[src/rtl/core/uq7_pkg.sv]
package uq7_pkg;

  // Command codes on the input channel
  typedef enum logic [1:0] {
    CMD_QUANT   = 2'd0,
    CMD_DEQUANT = 2'd1,
    CMD_RESCALE = 2'd2,
    CMD_NONE    = 2'd3
  } cmd_e;

  // Configuration register indexes
  typedef enum logic [1:0] {
    REG_SCALE     = 2'd0,
    REG_BIAS      = 2'd1,
    REG_RECIP     = 2'd2,
    REG_INV_SQ    = 2'd3
  } reg_e;

  localparam logic [31:0] FP_ONE       = 32'h3F80_0000;
  localparam logic [31:0] FP_127       = 32'h42FE_0000;
  localparam logic [31:0] FP_DFLT_NAN  = 32'hFFC0_0000;
  localparam logic [31:0] FP_QUIET_BIT = 32'h0040_0000;
  localparam logic [6:0]  CODE_MAX     = 7'd127;

  // Control that travels beside the data in every stage
  typedef struct packed {
    logic vld;
    cmd_e cmd;
    logic last;
  } side_t;

  // One result transaction
  typedef struct packed {
    logic [31:0] result;
    logic        status;
    logic        last;
  } out_item_t;

  // Leading zeros of a 48-bit word (input known nonzero)
  function automatic logic [5:0] lzc48(input logic [47:0] v);
    logic [5:0] cnt;
    cnt = 6'd0;
    for (int i = 0; i < 48; i++) begin
      if (v[i]) begin
        cnt = 6'(47 - i);
      end
    end
    return cnt;
  endfunction

  // Leading zeros of a 28-bit word (input known nonzero)
  function automatic logic [4:0] lzc28(input logic [27:0] v);
    logic [4:0] cnt;
    cnt = 5'd0;
    for (int i = 0; i < 28; i++) begin
      if (v[i]) begin
        cnt = 5'(27 - i);
      end
    end
    return cnt;
  endfunction

  // Round to nearest even and pack; e is the biased exponent (>= 1),
  // m has its leading one at bit 23 unless the value is subnormal.
  function automatic logic [31:0] round_pack(input logic s, input logic [9:0] e,
                                             input logic [23:0] m, input logic g,
                                             input logic st);
    logic        inc;
    logic [24:0] mr;
    logic [9:0]  ef;
    logic [22:0] man;
    logic [7:0]  ex;
    inc = g & (st | m[0]);
    mr  = {1'b0, m} + {24'd0, inc};
    ef  = mr[24] ? e + 10'd1 : e;
    man = mr[24] ? mr[23:1] : mr[22:0];
    ex  = (mr[24] | mr[23]) ? ef[7:0] : 8'd0;
    if (ef >= 10'd255) begin
      return {s, 8'hFF, 23'd0};
    end
    return {s, ex, man};
  endfunction

  // Exact conversion of a signed byte to fp32
  function automatic logic [31:0] i8_to_fp(input logic [7:0] x);
    logic [7:0]  mag;
    logic [2:0]  lz;
    logic [23:0] m;
    mag = x[7] ? 8'(-x) : x;
    lz  = 3'd0;
    for (int i = 0; i < 8; i++) begin
      if (mag[i]) begin
        lz = 3'(7 - i);
      end
    end
    m = {mag, 16'd0} << lz;
    if (mag == 8'd0) begin
      return 32'd0;
    end
    return {x[7], 8'(8'd134 - {5'd0, lz}), m[22:0]};
  endfunction

  // nearbyint and clamp to 0..127; NaN maps to the top code
  function automatic logic [6:0] to_code(input logic [31:0] v);
    logic [7:0]  e;
    logic [4:0]  rs;
    logic [47:0] w;
    logic [23:0] t;
    logic        inc;
    e = v[30:23];
    rs = 5'(8'd150 - e);
    w = {1'b1, v[22:0], 24'd0} >> rs;
    t = w[47:24];
    inc = w[23] & ((|w[22:0]) | t[0]);
    if (e == 8'hFF && v[22:0] != 23'd0) begin
      return CODE_MAX;
    end
    if (v[31] || v[30:0] == 31'd0) begin
      return 7'd0;
    end
    if (v[30:0] >= FP_127[30:0]) begin
      return CODE_MAX;
    end
    if (e < 8'd126) begin
      return 7'd0;
    end
    return 7'(t + {23'd0, inc});
  endfunction

endpackage

[src/rtl/core/uq7_outbuf.sv]
module uq7_outbuf (
  input  logic                  clk_i,
  input  logic                  rst_ni,
  input  logic                  in_vld_i,
  input  uq7_pkg::out_item_t    in_item_i,
  output logic                  in_ready_o,
  output logic                  out_valid_o,
  input  logic                  out_ready_i,
  output uq7_pkg::out_item_t    out_item_o
);

  logic               out_v_q, out_v_d, skid_v_q, skid_v_d;
  logic               load_out, load_skid, from_skid, pop;
  uq7_pkg::out_item_t out_q, skid_q;

  assign pop = out_v_q & out_ready_i;

  // Output register with one skid entry behind it
  always_comb begin
    out_v_d   = out_v_q;
    skid_v_d  = skid_v_q;
    load_out  = 1'b0;
    load_skid = 1'b0;
    from_skid = 1'b0;
    if (pop || !out_v_q) begin
      if (skid_v_q) begin
        out_v_d   = 1'b1;
        skid_v_d  = 1'b0;
        from_skid = 1'b1;
      end else begin
        out_v_d  = in_vld_i;
        load_out = in_vld_i;
      end
    end else if (in_vld_i && !skid_v_q) begin
      skid_v_d  = 1'b1;
      load_skid = 1'b1;
    end
  end

  always_ff @(posedge clk_i or negedge rst_ni) begin
    if (!rst_ni) begin
      out_v_q  <= 1'b0;
      skid_v_q <= 1'b0;
    end else begin
      out_v_q  <= out_v_d;
      skid_v_q <= skid_v_d;
    end
  end

  always_ff @(posedge clk_i) begin
    if (from_skid) begin
      out_q <= skid_q;
    end else if (load_out) begin
      out_q <= in_item_i;
    end
    if (load_skid) begin
      skid_q <= in_item_i;
    end
  end

  assign in_ready_o  = ~skid_v_q;
  assign out_valid_o = out_v_q;
  assign out_item_o  = out_q;

`ifndef SYNTHESIS
  // skid entry only ever sits behind a held output
  a_skid_behind_out: assert property (@(posedge clk_i) disable iff (!rst_ni)
    skid_v_q |-> out_v_q)
    else $error("skid entry without output entry");

  // skid fills only when the output was stalled
  a_skid_on_stall: assert property (@(posedge clk_i) disable iff (!rst_ni)
    $rose(skid_v_q) |-> $past(out_v_q && !out_ready_i))
    else $error("skid filled without stall");
`endif

endmodule

[config.mk]
export PLATFORM = sky130hd
export DESIGN_NAME = uq7_outbuf
export DESIGN_NICKNAME = d
export VERILOG_FILES = /design/src/rtl/core/uq7_pkg.sv /design/src/rtl/core/uq7_outbuf.sv
export SDC_FILE = /design/constraint.sdc
export NUM_CORES = 1
export LEC_CHECK = 0
export ABC_AREA = 1
export BUFFER_PORTS_ARGS = -buffer_cell sky130_fd_sc_hd__buf_4
export CORE_ASPECT_RATIO = 0.5
export CORE_MARGIN = 1
export CORE_UTILIZATION = 30
export CTS_CLUSTER_DIAMETER = 80
export CTS_CLUSTER_SIZE = 20
export DETAILED_ROUTE_END_ITERATION = 6
export GPL_TIMING_DRIVEN = 0
export SLEW_MARGIN = 10
export SYNTH_ARGS = -nofsm -noshare
export SYNTH_HDL_FRONTEND = slang
export SYNTH_SLANG_ARGS = --single-unit
[constraint.sdc]
create_clock -name clk_i -period 6.5 [get_ports clk_i]
set_clock_uncertainty 0.2 [all_clocks]
set_input_delay 0.975 -clock clk_i [delete_from_list [all_inputs] [get_ports clk_i]]
set_output_delay 0.975 -clock clk_i [all_outputs]
set_load 0.02 [all_outputs]
==> run metrics <==
Clock Tree Buf Depth 2; Ys Warns 0; Worst-Margin Slew 562 ps; number of library cell types mapped by synthesis 11; final WL 5.52 mm; maximum level of the CTS H-tree 3; Post-Syn Nets 231; area added between synthesis and finish 38.0%; detailed-routed wire length on met2 2.85 mm; GP Congestion 0.671; Reg2Reg Setup Slack 4700 ps; die width 135 um; total CTS buffers 9; TritonCTS clock tree yes; clock root buffer clkbuf_16; Worst setup SP type flip-flop; detailed-route wire length on metal 1 2.44 mm; cell area after synthesis 0.00266 mm2; count of port buffers added during placement 73; number of post-CTS setup repair buffers 0; Met3 Wirelength 167 um; outcome complete, no violations; diode count 0; combinational cell fraction of total power 12.8%; largest net degree at the start of global routing 31; Num Clock Sinks 70; DR vias/cell 4.32; post-route total power 1.11 mW; total gr overflow 0; overall global routing resource usage 12.9%; number of hold buffers added after CTS 0; Resized cells post-CTS 0; CP max FO 10; Hold WC Path Type input pin to async pin; reg2reg end out_item_o[7]; number of core rows 23; highest signal layer in the routed design met4; Clk pwr share 38.2%; unrepaired setup endpoints after global routing false; number of antenna violations at the first check in global routing 0; via count of the first global-routing pass 1751; minimum clock period after layout 2250 ps; Syn Inst Count 193; arrival time reported for the critical path endpoint 1070 ps; relative contribution of sequential cells to total power 49.0%; power dissipated by switching net loads 0.261 mW; number of antenna-violating nets in the routed design 0; final routed wire length divided by cell count 14.0 um; sequential area share after synthesis 78.8%; Pleak 1.54 nW; Critical Path RT 5320 ps; Register-to-Register Path Depth 4; Final Hold Violating Endpoints 0; final-stage net count 317; highest clock rate 0.445 GHz; fraction of the cycle the final worst path needs 34.6%; total power divided by cell area 302 mW/mm2; standard cell core area 0.00829 mm2; synthesis-stage register bit count 70; number of vias after detailed routing 1706; remaining routing DRC violations 0; total internal power 0.844 mW; Worst Setup Path Type flip-flop to output pin; Syn Area/Cell 13.8 um2; Max rail drop VDD 161 uV; most used cells in the layout excluding fill and tap cells buf_4 (76), nand2_1 (70), edfxtp_1 (68), nand3_1 (34), clkbuf_16 (9); CP endpoint kind output pin; switching share of power 23.6%; DRT iter0 DRCs 93; Post-DP HPWL 3.82 mm; DRT Pass-1 Iters 4; relative slew slack 62.5%; I/O pin cnt 74; pins over their slew limit 0; Clk Latency, worst-skew pair 320 ps; setup violation total in the final timing report 0; most common cell after layout, fill and taps aside buf_4; Clock Pin Slew Worst Setup and Hold Paths 50 ps; fraction of layout instances using a drive strength above 1 36.4%; die height 68.5 um; startpoint of the worst-slack reg-to-reg timing path skid_v_q; wire length of the first global-routing pass 8.60 mm; area enclosed by the die boundary 0.00925 mm2; number of max-capacitance violations reported 0; effective utilization at floorplan 32.0%; total negative setup slack 0 ps
sequential cells by signal, summed over array words and instances (netlist names):
name	count
out_item_o	34
skid_q	34
out_valid_o	1
skid_v_q	1
power groups by stage:
stage               clock, mW  combinational (mW)  sequential, mW
finish                  0.422               0.142           0.542
global route            0.449               0.155           0.544
CTS                     0.428               0.144           0.542
detailed placement          0               0.144           0.551
global placement            0               0.132           0.553
floorplan                   0              0.0460           0.577
routing by layer:
layer,vias up,track usage [%]
li1,849,-
met1,820,14.5
met2,31,22.3
met3,6,3.87
met4,0,8.29
met5,-,0
cell type report:
type                    instances  area (um2)
flip-flops and latches         70        2090
well taps                     112         140
clock inverters                 6        30.0
multi-input cells             110         480
clock buffers                   9         225
inverters                       2        7.51
fillers                       780        4620
repair buffers                 75         596
plain buffers                  11        93.8
how the worst max path moves through the flow:
| stage | depth (start not counted) | endpoint | startpoint | slack (ps) |
|---|---|---|---|---|
| 2_1_floorplan | 5 | skid_q[0] | out_ready_i | 3060 |
| 3_3_place_gp | 3 | out_item_o[16] | out_ready_i | 2260 |
| 3_5_place_dp | 7 | skid_q[6] | out_ready_i | 3960 |
| 4_1_cts | 3 | in_ready_o | skid_v_q | 4230 |
| 5_1_grt | 3 | in_ready_o | skid_v_q | 4200 |
| 6_report | 3 | in_ready_o | skid_v_q | 4250 |
critical path: stages, from the launching register on:
cell     delay, ps
dfrtp_1        360
buf_4          170
inv_1           90
buf_4          140
cells in the mapped netlist:
master / number / area [um2]
a21oi_1: 1 / 5.00
buf_2: 3 / 15.0
buf_4: 3 / 22.5
buf_6: 5 / 56.3
dfrtp_1: 2 / 50.1
edfxtp_1: 68 / 2040
inv_1: 2 / 7.51
nand2_1: 70 / 263
nand2_2: 2 / 12.5
nand3_1: 34 / 170
nor2_1: 3 / 11.3
per-stage QoR:
step                utilization [%]  cell area (um2)  worst slack [ps]  std cells  hold slack [ps]
detailed placement             41.1             3410              3960        380              338
finish                         44.2             3660              4250        395              227
global route                   44.2             3660              4200        395              217
global placement               40.3             3340              2260        378              330
floorplan                         -             2660              3060        193              321
CTS                            44.2             3660              4230        395              216
logic make-up after synthesis:
logic type             count (synthesis)  share of synthesized area, %
AND/OR/NAND/NOR                      109                          17.2
flip-flops                            70                          78.8
buffers and inverters                 13                          3.82
AO/OA/AOI/OAI                          1                         0.188
Note: power is estimated with default switching activity, not from simulation.
