`src/rtl/core/uq7_pkg.sv`:
```
package uq7_pkg;

  // Command codes on the input channel
  typedef enum logic [1:0] {
    CMD_QUANT   = 2'd0,
    CMD_DEQUANT = 2'd1,
    CMD_RESCALE = 2'd2,
    CMD_NONE    = 2'd3
  } cmd_e;

  // Configuration register indexes
  typedef enum logic [1:0] {
    REG_SCALE     = 2'd0,
    REG_BIAS      = 2'd1,
    REG_RECIP     = 2'd2,
    REG_INV_SQ    = 2'd3
  } reg_e;

  localparam logic [31:0] FP_ONE       = 32'h3F80_0000;
  localparam logic [31:0] FP_127       = 32'h42FE_0000;
  localparam logic [31:0] FP_DFLT_NAN  = 32'hFFC0_0000;
  localparam logic [31:0] FP_QUIET_BIT = 32'h0040_0000;
  localparam logic [6:0]  CODE_MAX     = 7'd127;

  // Control that travels beside the data in every stage
  typedef struct packed {
    logic vld;
    cmd_e cmd;
    logic last;
  } side_t;

  // One result transaction
  typedef struct packed {
    logic [31:0] result;
    logic        status;
    logic        last;
  } out_item_t;

  // Leading zeros of a 48-bit word (input known nonzero)
  function automatic logic [5:0] lzc48(input logic [47:0] v);
    logic [5:0] cnt;
    cnt = 6'd0;
    for (int i = 0; i < 48; i++) begin
      if (v[i]) begin
        cnt = 6'(47 - i);
      end
    end
    return cnt;
  endfunction

  // Leading zeros of a 28-bit word (input known nonzero)
  function automatic logic [4:0] lzc28(input logic [27:0] v);
    logic [4:0] cnt;
    cnt = 5'd0;
    for (int i = 0; i < 28; i++) begin
      if (v[i]) begin
        cnt = 5'(27 - i);
      end
    end
    return cnt;
  endfunction

  // Round to nearest even and pack; e is the biased exponent (>= 1),
  // m has its leading one at bit 23 unless the value is subnormal.
  function automatic logic [31:0] round_pack(input logic s, input logic [9:0] e,
                                             input logic [23:0] m, input logic g,
                                             input logic st);
    logic        inc;
    logic [24:0] mr;
    logic [9:0]  ef;
    logic [22:0] man;
    logic [7:0]  ex;
    inc = g & (st | m[0]);
    mr  = {1'b0, m} + {24'd0, inc};
    ef  = mr[24] ? e + 10'd1 : e;
    man = mr[24] ? mr[23:1] : mr[22:0];
    ex  = (mr[24] | mr[23]) ? ef[7:0] : 8'd0;
    if (ef >= 10'd255) begin
      return {s, 8'hFF, 23'd0};
    end
    return {s, ex, man};
  endfunction

  // Exact conversion of a signed byte to fp32
  function automatic logic [31:0] i8_to_fp(input logic [7:0] x);
    logic [7:0]  mag;
    logic [2:0]  lz;
    logic [23:0] m;
    mag = x[7] ? 8'(-x) : x;
    lz  = 3'd0;
    for (int i = 0; i < 8; i++) begin
      if (mag[i]) begin
        lz = 3'(7 - i);
      end
    end
    m = {mag, 16'd0} << lz;
    if (mag == 8'd0) begin
      return 32'd0;
    end
    return {x[7], 8'(8'd134 - {5'd0, lz}), m[22:0]};
  endfunction

  // nearbyint and clamp to 0..127; NaN maps to the top code
  function automatic logic [6:0] to_code(input logic [31:0] v);
    logic [7:0]  e;
    logic [4:0]  rs;
    logic [47:0] w;
    logic [23:0] t;
    logic        inc;
    e = v[30:23];
    rs = 5'(8'd150 - e);
    w = {1'b1, v[22:0], 24'd0} >> rs;
    t = w[47:24];
    inc = w[23] & ((|w[22:0]) | t[0]);
    if (e == 8'hFF && v[22:0] != 23'd0) begin
      return CODE_MAX;
    end
    if (v[31] || v[30:0] == 31'd0) begin
      return 7'd0;
    end
    if (v[30:0] >= FP_127[30:0]) begin
      return CODE_MAX;
    end
    if (e < 8'd126) begin
      return 7'd0;
    end
    return 7'(t + {23'd0, inc});
  endfunction

endpackage

```
`src/rtl/core/uq7_fadd.sv`:
```
module uq7_fadd (
  input  logic              clk_i,
  input  logic              rst_ni,
  input  logic              en_i,
  input  logic [31:0]       a_i,
  input  logic [31:0]       b_i,
  input  logic              byp_i,
  input  uq7_pkg::side_t    side_i,
  output logic [31:0]       res_o,
  output uq7_pkg::side_t    side_o
);

  // Stage 1: specials, magnitude order, exponent difference
  logic        a_nan, b_nan, a_inf, b_inf, a_big;
  logic [31:0] big, sml;
  logic [7:0]  eb_big, eb_sml;
  logic        spec_d;
  logic [31:0] spec_val_d;

  always_comb begin
    a_nan  = (a_i[30:23] == 8'hFF) && (a_i[22:0] != 23'd0);
    b_nan  = (b_i[30:23] == 8'hFF) && (b_i[22:0] != 23'd0);
    a_inf  = (a_i[30:23] == 8'hFF) && (a_i[22:0] == 23'd0);
    b_inf  = (b_i[30:23] == 8'hFF) && (b_i[22:0] == 23'd0);
    a_big  = (a_i[30:0] >= b_i[30:0]);
    big    = a_big ? a_i : b_i;
    sml    = a_big ? b_i : a_i;
    eb_big = (big[30:23] == 8'd0) ? 8'd1 : big[30:23];
    eb_sml = (sml[30:23] == 8'd0) ? 8'd1 : sml[30:23];
    spec_d = byp_i | a_nan | b_nan | a_inf | b_inf;
    if (byp_i) begin
      spec_val_d = a_i;
    end else if (a_nan) begin
      spec_val_d = a_i | uq7_pkg::FP_QUIET_BIT;
    end else if (b_nan) begin
      spec_val_d = b_i | uq7_pkg::FP_QUIET_BIT;
    end else if (a_inf & b_inf & (a_i[31] != b_i[31])) begin
      spec_val_d = uq7_pkg::FP_DFLT_NAN;
    end else if (a_inf) begin
      spec_val_d = a_i;
    end else begin
      spec_val_d = b_i;
    end
  end

  logic [23:0]    mb1_q, ms1_q;
  logic [7:0]     e1_q, d1_q, e2_q, e3_q;
  logic           s1_q, sub1_q, s2_q, s3_q, sp1_q, sp2_q, sp3_q;
  logic [31:0]    sv1_q, sv2_q, sv3_q, res_q;
  logic [27:0]    r2_q, r3_q;
  logic [4:0]     lz3_q;
  uq7_pkg::side_t sd1_q, sd2_q, sd3_q, sd4_q;

  // Stage 2: align the smaller operand with sticky, then add or subtract
  logic [53:0] al;
  logic [26:0] sm;
  logic [27:0] r_d;
  logic        zs_d;

  always_comb begin
    al  = {ms1_q, 3'd0, 27'd0} >> d1_q;
    sm  = al[53:27] | {26'd0, |al[26:0]};
    r_d = sub1_q ? ({1'b0, mb1_q, 3'd0} - {1'b0, sm})
                 : ({1'b0, mb1_q, 3'd0} + {1'b0, sm});
    // exact cancellation rounds to plus zero
    zs_d = sub1_q ? 1'b0 : s1_q;
  end

  // Stage 4: normalize and round
  logic [4:0]  lsh;
  logic [27:0] q;
  logic [9:0]  ex;
  logic [31:0] sum;

  always_comb begin
    lsh = ({3'd0, lz3_q} <= e3_q) ? lz3_q : e3_q[4:0];
    q   = r3_q << lsh;
    ex  = {2'd0, e3_q} + 10'd1 - {5'd0, lsh};
    if (r3_q == 28'd0) begin
      sum = {s3_q, 31'd0};
    end else begin
      sum = uq7_pkg::round_pack(s3_q, ex, q[27:4], q[3], |q[2:0]);
    end
  end

  // Data registers
  always_ff @(posedge clk_i) begin
    if (en_i) begin
      mb1_q  <= {(big[30:23] != 8'd0), big[22:0]};
      ms1_q  <= {(sml[30:23] != 8'd0), sml[22:0]};
      e1_q   <= eb_big;
      d1_q   <= eb_big - eb_sml;
      s1_q   <= big[31];
      sub1_q <= a_i[31] ^ b_i[31];
      sp1_q  <= spec_d;
      sv1_q  <= spec_val_d;
      r2_q   <= r_d;
      e2_q   <= e1_q;
      s2_q   <= (r_d == 28'd0) ? zs_d : s1_q;
      sp2_q  <= sp1_q;
      sv2_q  <= sv1_q;
      r3_q   <= r2_q;
      lz3_q  <= uq7_pkg::lzc28(r2_q);
      e3_q   <= e2_q;
      s3_q   <= s2_q;
      sp3_q  <= sp2_q;
      sv3_q  <= sv2_q;
      res_q  <= sp3_q ? sv3_q : sum;
    end
  end

  // Control beside the data
  always_ff @(posedge clk_i or negedge rst_ni) begin
    if (!rst_ni) begin
      sd1_q <= '0;
      sd2_q <= '0;
      sd3_q <= '0;
      sd4_q <= '0;
    end else if (en_i) begin
      sd1_q <= side_i;
      sd2_q <= sd1_q;
      sd3_q <= sd2_q;
      sd4_q <= sd3_q;
    end
  end

  assign res_o  = res_q;
  assign side_o = sd4_q;

endmodule

```
`config.mk`:
```
export PLATFORM = sky130hd
export DESIGN_NAME = uq7_fadd
export DESIGN_NICKNAME = d
export VERILOG_FILES = /design/src/rtl/core/uq7_pkg.sv /design/src/rtl/core/uq7_fadd.sv
export SDC_FILE = /design/constraint.sdc
export NUM_CORES = 1
export LEC_CHECK = 0
export BUFFER_PORTS_ARGS = -buffer_cell sky130_fd_sc_hd__buf_4
export CAP_MARGIN = 20
export CORE_MARGIN = 4
export CORE_UTILIZATION = 30
export CTS_BUF_LIST = sky130_fd_sc_hd__clkbuf_16
export DETAILED_ROUTE_END_ITERATION = 7
export SLEW_MARGIN = 20
export SYNTH_ARGS = -nofsm -noshare
export SYNTH_HDL_FRONTEND = slang
export SYNTH_SLANG_ARGS = --single-unit
```
`constraint.sdc`:
```
create_clock -name clk_i -period 13.35 [get_ports clk_i]
set_clock_uncertainty 0.1 [all_clocks]
set_input_delay 1.335 -clock clk_i [delete_from_list [all_inputs] [get_ports clk_i]]
set_output_delay 1.335 -clock clk_i [all_outputs]
set_load 0.01 [all_outputs]
```
==> summary.md <==
| Metric | Value |
|---|---|
| Hold Fails Final Rpt | 0 |
| CP Launch Type | register |
| Register area share after synthesis | 42.9% |
| Top FF cell, synth | edfxtp_1 |
| Int Power | 0.00211 W |
| Setup bufs post-CTS | 0 |
| Final worst setup slack | 6.11 ns |
| Die width | 268 um |
| Routed len/inst | 20.3 um |
| Setup slack, reg-to-reg | 6.11 ns |
| CTS Root Cell | clkbuf_16 |
| Max-slew headroom | 29.4% |
| CTS Buf Count | 29 |
| Final min period | 7.24 ns |
| First-pass GRT wire length | 89800 um |
| Unique cell type count in the Yosys netlist | 98 |
| Fin crit share | 54.2% |
| Multi-input gate area | 10600 um^2 |
| FMAX | 0.138 GHz |
| Die height | 268 um |
| Clock share of power | 26.8% |
| Post-route DRC | 0 |
| Crit path kind | reg -> reg |
| Pwr/cell area | 141 nW/um^2 |
| Antenna diodes | 0 |
| Max cap viols | 0 |
| CTS tree | done |
| Switching power | 0.00111 W |
| Asr flop ratio synth | 5.48% |
| YS warnings | 0 |
| Non-Filler Instances | 2885 |
| Placement Setup Slack | 6.18 ns |
| Fin util | 34.0% |
| Setup crit end kind | register |
| Total global routing overflow | 0 |
| Endpoints failing setup | 0 |
| Crit Path Max Fanout | 22 |
| Seq pwr share | 39.3% |
| Setup TNS | 0 ns |
| Vias in the first global route | 15023 |
| Die ar. | 71800 um^2 |
| Port bufs | 107 |
| Rows | 95 |
| Max IR drop VDD | 0.103 mV |
| Initial antenna violation count | 0 |
| Post-Place Cells | 2833 |
| Crit path required time | 13.54 ns |
| Seq cells post-synth | 292 |
| Hold_ws | 0.300 ns |
| Area Growth Syn to Fin | 12.5% |
| Layout cell share with drive strength beyond 1 | 15.4% |
| Area leader, netlist | edfxtp_1 |
| Gr usage total | 15.6% |
| Vias per cell | 5.48 |
| Initial core utilization | 30.2% |
| Core footprint | 67000 um^2 |
| Mapped Area | 20300 um^2 |
| Avg Cell Area, Syn | 10.5 um^2 |
| Clk buf depth | 3 |
| Commonest non-fill, non-tap cell in the layout | edfxtp_1 |
| HPWL after DPL | 44900 um |
| Reg area | 8690 um^2 |
| Net Count, Synth | 2121 |
| Cells after synthesis | 1937 |
| Hold_buf cts | 0 |
| Pleak | 8.73 nW |
| Fillers | 6712 |
| DRT antenna net count | 0 |
| Worst-path clk slew | 0.06 ns |
| DR pass1 iterations | 5 |
| H-tree Lvls | 1 |
| Arr. time, crit path | 7.43 ns |
| RSZ-0062 raised after global routing | false |
| Vias post-DR | 15808 |
| Tightest Pin Transition | 1.05 ns |
| Skew-Pair Late Insertion Delay | 0.56 ns |
| CTS sink cnt | 292 |
| Top-Level Pins | 108 |
| Status | finished clean |
| Logic pwr share | 33.9% |
| Post-synth EDFFs | 276 |
| Post-CTS Resized | 0 |
| Drt initial violations | 1383 |
| Min-Delay Path Class | reg -> reg |
| Largest net degree at the start of global routing | 139 |
| Area contributors post-synth | edfxtp_1 (41%), ha_1 (6.7%), mux4_2 (5.2%), mux2_2 (3.7%), mux2i_1 (3.3%) |
| Gpl congestion | 0.927 |
| Final nets | 2175 |
| Most frequent cells in the layout | edfxtp_1 (276), nor2_1 (163), nand2_1 (154), inv_1 (135), buf_4 (119) |
| Slew Viols, Final | 0 |
| DRT Wirelength | 58700 um |
| Share of the synthesized area in the top cell type | 40.9% |
| Switching Share | 34.5% |
-- path summary, 6_finish.rpt --
kind / start / to / cells after the start
setup / recovery: e3_q[4] / res_o[26] / 20
hold / removal: sv2_q[15] / sv3_q[15] / 0
hold reg to reg: sv2_q[15] / sv3_q[15] / 0
setup reg to reg: e3_q[4] / res_o[26] / 20
min in group asynchronous: rst_ni / side_o[3] / 1
max in group asynchronous: rst_ni / sd1_q[0] / 1
-- per-stage QoR --
step | instance area [um^2] | total power [W]
floorplan | 20300 | 0.00202
global placement | 21800 | 0.00235
detailed placement | 21800 | 0.00236
CTS | 22800 | 0.00322
global route | 22800 | 0.00339
finish | 22800 | 0.00322
-- power groups by stage --
stage,combinational [W],clock (W),sequential (W)
6_report,0.00109,0.000864,0.00127
4_1_cts,0.00108,0.000882,0.00127
5_1_grt,0.00119,0.000926,0.00128
3_5_place_dp,0.00107,0,0.00128
3_3_place_gp,0.00107,0,0.00128
2_1_floorplan,0.000788,0,0.00123
-- per-layer routing --
| metal | part of all wire (%) | vias to the layer above | track usage, % |
|---|---|---|---|
| met5 | 0 | - | 0 |
| met4 | 2.6 | 0 | 3.75 |
| met3 | 5.6 | 85 | 1.55 |
| met2 | 46 | 582 | 25.1 |
| met1 | 46 | 7684 | 22.8 |
| li1 | - | 7457 | - |
-- flip-flops by register name, summed over array words and instances, names as in the netlist, 4 cells and up --
signal,cells
sv2_q,32
sd1_q,4
res_o,32
e1_q,8
mb1_q,24
sv3_q,32
d1_q,8
e2_q,8
e3_q,8
lz3_q,5
side_o,4
r2_q,28
sv1_q,32
r3_q,28
ms1_q,24
sd2_q,4
sd3_q,4
-- critical path: stages, from the launching register on --
cell,delay [ns]
edfxtp_1,0.42
inv_1,0.06
ha_1,0.31
nand2_1,0.14
nor2_1,0.08
nor3_1,0.22
o21a_1,0.49
mux2i_4,0.78
inv_2,0.40
or3_1,0.47
a21boi_1,0.21
nor2_1,0.15
ha_1,0.19
nor4b_2,0.34
o211ai_1,0.35
or2_1,0.37
or3_1,0.46
or4_4,0.58
a21oi_2,0.39
buf_4,0.33
o221ai_1,0.14
-- logic make-up (layout without fill, tap and decap cells) --
| kind of cell | count (synthesis) | count (layout) | share of synthesized area (%) |
|---|---|---|---|
| muxes | 187 | 187 | 12.8 |
| DFF | 292 | 292 | 42.9 |
| xor gates and xnor gates | 66 | 66 | 2.85 |
| adders and majority gates | 112 | 112 | 7.03 |
| buffers and inverters | 234 | 309 | 4.96 |
| and+or+nand+nor | 608 | 608 | 14.7 |
| AOI/OAI and AO/OA | 438 | 438 | 14.7 |
-- final cells by class --
class	instances	share of cell area [%]
clock buffer	29	3.18
clock inverter	23	1.25
inverter	137	2.27
multi-input combinational	1411	46.4
sequential	292	38.1
tap	873	4.79
timing repair buffer	120	3.98
-- synthesized netlist by cell type (all sizes together) (6+ instances only) --
cell,number
mux2,71
a31oi,14
mux2i,67
xnor2,46
o21a,10
o221ai,15
buf,33
nor2b,25
a32o,15
nor4,43
a2111oi,8
inv,135
nand3,40
edfxtp,276
a211o,7
o21ai,96
nor2,163
o31a,7
xor2,20
mux4,49
nand2,154
or4,9
a21oi,106
and3,10
ha,109
or2,7
nor3,64
a21o,18
nor4b,6
nand2b,19
nand4,23
a22o,18
o211ai,14
or3,10
and2,17
a211oi,15
o31ai,12
o21bai,16
clkbuf,62
o22ai,8
a22oi,12
dfrtp,16
No activity file was read; power rests on OpenSTA's default activity.
