## src/rtl/core/uq7_pkg.sv

```systemverilog
package uq7_pkg;

  // Command codes on the input channel
  typedef enum logic [1:0] {
    CMD_QUANT   = 2'd0,
    CMD_DEQUANT = 2'd1,
    CMD_RESCALE = 2'd2,
    CMD_NONE    = 2'd3
  } cmd_e;

  // Configuration register indexes
  typedef enum logic [1:0] {
    REG_SCALE     = 2'd0,
    REG_BIAS      = 2'd1,
    REG_RECIP     = 2'd2,
    REG_INV_SQ    = 2'd3
  } reg_e;

  localparam logic [31:0] FP_ONE       = 32'h3F80_0000;
  localparam logic [31:0] FP_127       = 32'h42FE_0000;
  localparam logic [31:0] FP_DFLT_NAN  = 32'hFFC0_0000;
  localparam logic [31:0] FP_QUIET_BIT = 32'h0040_0000;
  localparam logic [6:0]  CODE_MAX     = 7'd127;

  // Control that travels beside the data in every stage
  typedef struct packed {
    logic vld;
    cmd_e cmd;
    logic last;
  } side_t;

  // One result transaction
  typedef struct packed {
    logic [31:0] result;
    logic        status;
    logic        last;
  } out_item_t;

  // Leading zeros of a 48-bit word (input known nonzero)
  function automatic logic [5:0] lzc48(input logic [47:0] v);
    logic [5:0] cnt;
    cnt = 6'd0;
    for (int i = 0; i < 48; i++) begin
      if (v[i]) begin
        cnt = 6'(47 - i);
      end
    end
    return cnt;
  endfunction

  // Leading zeros of a 28-bit word (input known nonzero)
  function automatic logic [4:0] lzc28(input logic [27:0] v);
    logic [4:0] cnt;
    cnt = 5'd0;
    for (int i = 0; i < 28; i++) begin
      if (v[i]) begin
        cnt = 5'(27 - i);
      end
    end
    return cnt;
  endfunction

  // Round to nearest even and pack; e is the biased exponent (>= 1),
  // m has its leading one at bit 23 unless the value is subnormal.
  function automatic logic [31:0] round_pack(input logic s, input logic [9:0] e,
                                             input logic [23:0] m, input logic g,
                                             input logic st);
    logic        inc;
    logic [24:0] mr;
    logic [9:0]  ef;
    logic [22:0] man;
    logic [7:0]  ex;
    inc = g & (st | m[0]);
    mr  = {1'b0, m} + {24'd0, inc};
    ef  = mr[24] ? e + 10'd1 : e;
    man = mr[24] ? mr[23:1] : mr[22:0];
    ex  = (mr[24] | mr[23]) ? ef[7:0] : 8'd0;
    if (ef >= 10'd255) begin
      return {s, 8'hFF, 23'd0};
    end
    return {s, ex, man};
  endfunction

  // Exact conversion of a signed byte to fp32
  function automatic logic [31:0] i8_to_fp(input logic [7:0] x);
    logic [7:0]  mag;
    logic [2:0]  lz;
    logic [23:0] m;
    mag = x[7] ? 8'(-x) : x;
    lz  = 3'd0;
    for (int i = 0; i < 8; i++) begin
      if (mag[i]) begin
        lz = 3'(7 - i);
      end
    end
    m = {mag, 16'd0} << lz;
    if (mag == 8'd0) begin
      return 32'd0;
    end
    return {x[7], 8'(8'd134 - {5'd0, lz}), m[22:0]};
  endfunction

  // nearbyint and clamp to 0..127; NaN maps to the top code
  function automatic logic [6:0] to_code(input logic [31:0] v);
    logic [7:0]  e;
    logic [4:0]  rs;
    logic [47:0] w;
    logic [23:0] t;
    logic        inc;
    e = v[30:23];
    rs = 5'(8'd150 - e);
    w = {1'b1, v[22:0], 24'd0} >> rs;
    t = w[47:24];
    inc = w[23] & ((|w[22:0]) | t[0]);
    if (e == 8'hFF && v[22:0] != 23'd0) begin
      return CODE_MAX;
    end
    if (v[31] || v[30:0] == 31'd0) begin
      return 7'd0;
    end
    if (v[30:0] >= FP_127[30:0]) begin
      return CODE_MAX;
    end
    if (e < 8'd126) begin
      return 7'd0;
    end
    return 7'(t + {23'd0, inc});
  endfunction

endpackage

```

## src/rtl/core/uq7_fmul.sv

```systemverilog
module uq7_fmul (
  input  logic              clk_i,
  input  logic              rst_ni,
  input  logic              en_i,
  input  logic [31:0]       a_i,
  input  logic [31:0]       b_i,
  input  logic              byp_i,
  input  uq7_pkg::side_t    side_i,
  output logic [31:0]       res_o,
  output uq7_pkg::side_t    side_o
);

  // Stage 1: unpack, specials, mantissa product
  logic        a_nan, b_nan, a_inf, b_inf, a_zero, b_zero, sgn;
  logic [7:0]  ea, eb;
  logic [47:0] prod;
  logic        spec_d;
  logic [31:0] spec_val_d;
  logic [9:0]  e0_d;

  always_comb begin
    ea     = (a_i[30:23] == 8'd0) ? 8'd1 : a_i[30:23];
    eb     = (b_i[30:23] == 8'd0) ? 8'd1 : b_i[30:23];
    a_nan  = (a_i[30:23] == 8'hFF) && (a_i[22:0] != 23'd0);
    b_nan  = (b_i[30:23] == 8'hFF) && (b_i[22:0] != 23'd0);
    a_inf  = (a_i[30:23] == 8'hFF) && (a_i[22:0] == 23'd0);
    b_inf  = (b_i[30:23] == 8'hFF) && (b_i[22:0] == 23'd0);
    a_zero = (a_i[30:0] == 31'd0);
    b_zero = (b_i[30:0] == 31'd0);
    sgn    = a_i[31] ^ b_i[31];
    prod   = {(a_i[30:23] != 8'd0), a_i[22:0]} * {(b_i[30:23] != 8'd0), b_i[22:0]};
    e0_d   = {2'd0, ea} + {2'd0, eb} - 10'd126;
    spec_d = byp_i | a_nan | b_nan | a_inf | b_inf | a_zero | b_zero;
    if (byp_i) begin
      spec_val_d = a_i;
    end else if (a_nan) begin
      spec_val_d = a_i | uq7_pkg::FP_QUIET_BIT;
    end else if (b_nan) begin
      spec_val_d = b_i | uq7_pkg::FP_QUIET_BIT;
    end else if ((a_inf & b_zero) | (a_zero & b_inf)) begin
      spec_val_d = uq7_pkg::FP_DFLT_NAN;
    end else if (a_inf | b_inf) begin
      spec_val_d = {sgn, 8'hFF, 23'd0};
    end else begin
      spec_val_d = {sgn, 31'd0};
    end
  end

  logic [47:0]    p1_q, p2_q;
  logic [9:0]     e1_q, e2_q, ex3_q;
  logic           s1_q, s2_q, s3_q, sp1_q, sp2_q, sp3_q;
  logic [31:0]    sv1_q, sv2_q, sv3_q, res_q;
  logic [5:0]     lz2_q;
  logic [47:0]    q3_q;
  logic           st3_q;
  uq7_pkg::side_t sd1_q, sd2_q, sd3_q, sd4_q;

  // Stage 3: exponent limit and normalizing or denormalizing shift
  logic [9:0]  lim, rsh_w, ex_d;
  logic [5:0]  lsh;
  logic [95:0] wide;
  logic [47:0] q_d;
  logic        st_d, ge1;

  always_comb begin
    ge1   = !e2_q[9] && (e2_q != 10'd0);
    lim   = e2_q - 10'd1;
    lsh   = ({4'd0, lz2_q} <= lim) ? lz2_q : lim[5:0];
    rsh_w = 10'd1 - e2_q;
    wide  = {p2_q, 48'd0} >> rsh_w[6:0];
    if (ge1) begin
      q_d  = p2_q << lsh;
      st_d = 1'b0;
      ex_d = e2_q - {4'd0, lsh};
    end else begin
      q_d  = wide[95:48];
      st_d = |wide[47:0];
      ex_d = 10'd1;
    end
  end

  // Data registers
  always_ff @(posedge clk_i) begin
    if (en_i) begin
      p1_q  <= prod;
      e1_q  <= e0_d;
      s1_q  <= sgn;
      sp1_q <= spec_d;
      sv1_q <= spec_val_d;
      p2_q  <= p1_q;
      e2_q  <= e1_q;
      s2_q  <= s1_q;
      sp2_q <= sp1_q;
      sv2_q <= sv1_q;
      lz2_q <= uq7_pkg::lzc48(p1_q);
      q3_q  <= q_d;
      st3_q <= st_d;
      ex3_q <= ex_d;
      s3_q  <= s2_q;
      sp3_q <= sp2_q;
      sv3_q <= sv2_q;
      res_q <= sp3_q ? sv3_q
                     : uq7_pkg::round_pack(s3_q, ex3_q, q3_q[47:24], q3_q[23],
                                           (|q3_q[22:0]) | st3_q);
    end
  end

  // Control beside the data
  always_ff @(posedge clk_i or negedge rst_ni) begin
    if (!rst_ni) begin
      sd1_q <= '0;
      sd2_q <= '0;
      sd3_q <= '0;
      sd4_q <= '0;
    end else if (en_i) begin
      sd1_q <= side_i;
      sd2_q <= sd1_q;
      sd3_q <= sd2_q;
      sd4_q <= sd3_q;
    end
  end

  assign res_o  = res_q;
  assign side_o = sd4_q;

endmodule

```

## config.mk

```make
export PLATFORM = sky130hd
export DESIGN_NAME = uq7_fmul
export DESIGN_NICKNAME = d
export VERILOG_FILES = /design/src/rtl/core/uq7_pkg.sv /design/src/rtl/core/uq7_fmul.sv
export SDC_FILE = /design/constraint.sdc
export NUM_CORES = 2
export LEC_CHECK = 0
export ABC_AREA = 1
export BUFFER_PORTS_ARGS = -buffer_cell sky130_fd_sc_hd__clkbuf_2
export CORE_MARGIN = 1.5
export CORE_UTILIZATION = 35
export DETAILED_ROUTE_END_ITERATION = 7
export PLACE_DENSITY = 0.55
export SETUP_SLACK_MARGIN = 0.3
export SYNTH_ARGS = -nofsm -noshare
export SYNTH_HDL_FRONTEND = slang
export SYNTH_SLANG_ARGS = --single-unit
```

## constraint.sdc

```tcl
create_clock -name clk_i -period 9.8 [get_ports clk_i]
set_clock_uncertainty 0.1 [all_clocks]
set_input_delay 0.49 -clock clk_i [delete_from_list [all_inputs] [get_ports clk_i]]
set_output_delay 0.49 -clock clk_i [all_outputs]
set_load 0.03 [all_outputs]
```

==> impl_results.html <==
<table>
<tr><th>Metric</th><th>Value</th></tr>
<tr><th colspan="2">Critical path</th></tr>
<tr><td>Cell depth of the worst flop-to-flop path</td><td>29</td></tr>
<tr><td>Path type of the worst setup path</td><td>input port to flop</td></tr>
<tr><td>Maximum net fanout on the critical path</td><td>22</td></tr>
<tr><td>Data required time of the worst path</td><td>9.98 ns</td></tr>
<tr><td>Kind of end point of the critical path</td><td>flop</td></tr>
<tr><td>Startpoint type of the worst setup path</td><td>input port</td></tr>
<tr><td>Crit path arrival time</td><td>7.57 ns</td></tr>
<tr><th colspan="2">CTS</th></tr>
<tr><td># resized after CTS</td><td>0</td></tr>
<tr><td>H-tree levels</td><td>2</td></tr>
<tr><td>CTS Root Buffer Type</td><td>clkbuf_16</td></tr>
<tr><td>Clock Sink Count</td><td>331</td></tr>
<tr><td>Total setup buffers inserted after CTS</td><td>0</td></tr>
<tr><td>Number of clock buffers inserted by TritonCTS</td><td>36</td></tr>
<tr><td>CTS tree</td><td>built</td></tr>
<tr><td>Clock-pin slew on the worst setup and hold paths</td><td>about 0.060 ns</td></tr>
<tr><td>Clock latency on the worst-skew pair</td><td>0.55 ns</td></tr>
<tr><td>Maximum clock insertion buffer count</td><td>3</td></tr>
<tr><th colspan="2">Synthesis</th></tr>
<tr><td>Fraction of registers with async set or reset after synthesis</td><td>4.834%</td></tr>
<tr><td>Adder-cell share of the synthesized area</td><td>31.93%</td></tr>
<tr><td>Number of unique standard cell types used by synthesis</td><td>68</td></tr>
<tr><td>XOR/XNOR share of the synthesized area</td><td>1.889%</td></tr>
<tr><td>Syn avg cell area</td><td>between 8 and 9 µm²</td></tr>
<tr><td>Register area share after synthesis</td><td>25.66%</td></tr>
<tr><td>Share of the synthesized area in compound gates (AO/OA/AOI/OAI)</td><td>approximately 9.6%</td></tr>
<tr><td>Synth warn</td><td>0</td></tr>
<tr><td>Most used flip-flop cell after synthesis</td><td>edfxtp_1</td></tr>
<tr><td>Most area-hungry cell type in the Yosys netlist</td><td>fa_1</td></tr>
<tr><td>Combinational family with the most area after synthesis</td><td>adder cells</td></tr>
<tr><td>Multiplexer fraction of the synthesized cell area</td><td>1.589%</td></tr>
<tr><td>Largest cells by area after synthesis</td><td>fa_1, edfxtp_1, nand2_1, inv_1, ha_1</td></tr>
<tr><td>Synth Register Bits</td><td>331</td></tr>
<tr><td>Post-synth EDFFs</td><td>315</td></tr>
<tr><td>Area of the mapped netlist</td><td>~38000 µm²</td></tr>
<tr><td>Post-Syn Nets</td><td>5474</td></tr>
<tr><td>Cell count after synthesis</td><td>4712</td></tr>
<tr><td>Top cell type's share of synthesized area</td><td>25.22%</td></tr>
<tr><td>Share of synthesized cell area in and, or, nand and nor gates</td><td>16.70%</td></tr>
<tr><th colspan="2">Layout</th></tr>
<tr><td>Net total in the final layout</td><td>5400</td></tr>
<tr><td>Share of final-layout standard cells stronger than drive strength 1</td><td>5.511%</td></tr>
<tr><td>Share of the core filled with cells in the final layout</td><td>37.79%</td></tr>
<tr><td>Most common cell after layout, fill and taps aside</td><td>nand2_1</td></tr>
<tr><td>Growth of design area from synthesis to finish</td><td>7.064%</td></tr>
<tr><td>Final instance area</td><td>41130 µm²</td></tr>
<tr><td>Final cell count without fillers</td><td>6078</td></tr>
<tr><td>Top library cells by usage in the layout, fill and taps aside</td><td>nand2_1, inv_1, fa_1, o21ai_0, edfxtp_1</td></tr>
<tr><th colspan="2">Timing</th></tr>
<tr><td>Worst Tran Pin Value</td><td>1.064 ns</td></tr>
<tr><td>Highest Clock Rate</td><td>135.4 MHz</td></tr>
<tr><td>Final setup violating endpoints</td><td>0</td></tr>
<tr><td>RSZ-0062 raised after global routing</td><td>no</td></tr>
<tr><td>Share of the clock period used by the worst path after layout</td><td>around three quarters</td></tr>
<tr><td>Relative slew slack</td><td>between 20 and 30%</td></tr>
<tr><td>Setup tns final</td><td>0 ns</td></tr>
<tr><td>Tmin final</td><td>7.388 ns</td></tr>
<tr><td>Max Slew Vio Count</td><td>0</td></tr>
<tr><td>Final hold viol count</td><td>0</td></tr>
<tr><th colspan="2">Floorplan</th></tr>
<tr><td>Row count</td><td>roughly 120</td></tr>
<tr><td>Floorplan core area</td><td>108900 µm²</td></tr>
<tr><td>DIE HEIGHT</td><td>334.3 µm</td></tr>
<tr><td>Boundary Pins</td><td>roughly 110</td></tr>
<tr><td>Initial Utilization</td><td>35.30%</td></tr>
<tr><td>Width of the die</td><td>between 300 and 400 µm</td></tr>
<tr><td>Area enclosed by the die boundary</td><td>approximately 110000 µm²</td></tr>
<tr><th colspan="2">Placement</th></tr>
<tr><td>Area of placed instances</td><td>40030 µm²</td></tr>
<tr><td>Number of placed cells counting well taps</td><td>approximately 6000</td></tr>
<tr><td>Count of port buffers added during placement</td><td>107</td></tr>
<tr><td>Final HPWL DP</td><td>92820 µm</td></tr>
<tr><td>Global placement routability congestion</td><td>0.9513</td></tr>
<tr><th colspan="2">Min path</th></tr>
<tr><td>Class of the worst hold path</td><td>input port to flop</td></tr>
<tr><td>Cell count of the worst hold path</td><td>3</td></tr>
<tr><th colspan="2">Route</th></tr>
<tr><td>Vias per cell</td><td>roughly 5</td></tr>
<tr><td>First-pass DRT Iterations</td><td>6</td></tr>
<tr><td>WL/cell</td><td>roughly 19 µm</td></tr>
<tr><td># DRC</td><td>0</td></tr>
<tr><td>Number of nets still failing antenna checks after routing</td><td>0</td></tr>
<tr><td>Iter 0 DRT Violations</td><td>roughly 2500</td></tr>
<tr><td>Total Routed Length</td><td>118200 µm</td></tr>
<tr><td>Count of vias placed by the detailed router</td><td>30430</td></tr>
<tr><th colspan="2">GRT</th></tr>
<tr><td>Remaining global-route overflow</td><td>0</td></tr>
<tr><td>Largest net degree at the start of global routing</td><td>172</td></tr>
<tr><td>Initial antenna violation count</td><td>2</td></tr>
<tr><td>Number of global-route vias before repair</td><td>29970</td></tr>
<tr><td>Total routing resource utilization after global routing</td><td>21.13%</td></tr>
<tr><td>Wire length of the first global-routing pass</td><td>between 150000 and 200000 µm</td></tr>
<tr><th colspan="2">Flow run</th></tr>
<tr><td>Max capacitance violation total</td><td>0</td></tr>
<tr><th colspan="2">Status</th></tr>
<tr><td>Run status</td><td>finished clean</td></tr>
</table>
cell families (layout without fill, tap and decap cells):
kind of cell             after synthesis  in the layout
AND/OR/NAND/NOR                     1600           1600
AO/OA/AOI/OAI                        676            676
flip-flops                           331            331
multiplexers                          61             61
buffers and inverters               1272           1223
XOR/XNOR                              82             82
other                                  0              1
adder cells (fa/ha/maj)              690            690
path summary, 6_finish.rpt:
check | start | slack [ns] | endpoint
setup / recovery | b_i[23] | 2.41 | p1_q[46]
hold / removal | side_i[3] | 0.06 | sd1_q[3]
setup reg to reg | e2_q[1] | 2.95 | q3_q[32]
hold reg to reg | e1_q[3] | 0.31 | e2_q[3]
max in group asynchronous | rst_ni | 9.01 | side_o[2]
min in group asynchronous | rst_ni | 0.30 | sd3_q[0]
state kept, by name, indices dropped and copies added (netlist names):
signal / flops
sd1_q: 4
p1_q: 48
s1_q: 1
s2_q: 1
lz2_q: 6
sv2_q: 32
res_o: 32
sd2_q: 4
sp1_q: 1
q3_q: 48
ex3_q: 10
sd3_q: 4
e2_q: 10
s3_q: 1
e1_q: 10
sp2_q: 1
p2_q: 48
sv3_q: 32
sv1_q: 32
side_o: 4
st3_q: 1
sp3_q: 1
final cells by class:
class,instances,area [µm²]
clock buffer,51,987.2
sequential,331,9859
tap,1414,1769
clock inverter,12,103.9
multi-input combinational,3109,23740
timing repair buffer,150,883.3
inverter,1010,3794
antenna,1,2.502
fill,11240,67720
repair_timing:
action | CTS | global route
endpoints found under the setup margin | 0 | 0
hold buffers | 1 | 0
endpoints found under the hold margin | 16 | 0
cells in the mapped netlist, types with 4 or more instances:
master,n
ha_1,206
nand2_1,1235
o22ai_1,12
o31ai_1,8
a21oi_1,118
a21oi_2,5
xnor2_1,27
o21ai_2,7
o21ai_1,44
buf_2,23
o21a_1,4
nor4_1,24
inv_1,999
nand4_1,30
nor3_1,17
fa_1,484
edfxtp_1,315
o21ai_0,410
xor2_1,54
nor2_1,191
nand3_1,70
nor2_2,4
or2_2,8
a31oi_1,11
a32o_1,6
buf_1,13
o211ai_1,19
clkbuf_1,221
dfrtp_1,16
mux2i_1,61
o221ai_1,6
inv_2,7
per-layer routing:
metal / global-route usage [%] / share of wire (%) / vias to the layer above
li1: - / - / 14380
met1: 29.51 / 44 / 14870
met2: 34.84 / 47 / 1005
met3: 2.244 / 5.9 / 170
met4: 5.561 / 2.6 / 2
met5: 0 / 0.011 / -
worst max-delay path, stage by stage:
cell and delay [ns]:
clkbuf_2 0.10, inv_1 0.20, nand4_1 0.20, nor2_1 0.43, inv_1 0.62, nand2_1 0.26, fa_1 0.45, fa_1 0.49
inv_1 0.05, fa_1 0.47, inv_1 0.05, fa_1 0.49, fa_1 0.43, fa_1 0.49, inv_1 0.05, fa_1 0.43
ha_1 0.36, nand2_1 0.08, o21ai_2 0.24, a21oi_2 0.11, o31ai_2 0.28, nand2_1 0.08, nand2_1 0.13, a21oi_2 0.09
o21ai_2 0.18, inv_1 0.06, o221ai_1 0.18, xor2_1 0.09
stage by stage:
stage	hold WS [ns]	setup WS, ns
final	0.05924	2.412
after global placement	0.3008	2.016
after global routing	0.03552	2.106
after CTS	0.02230	2.495
after floorplan	0.09441	2.696
after detailed placement	0.3045	1.931
Power is left out: the tool's default activity adds up to more than one toggle a clock period on the data nets, which glitch-free logic cannot reach.
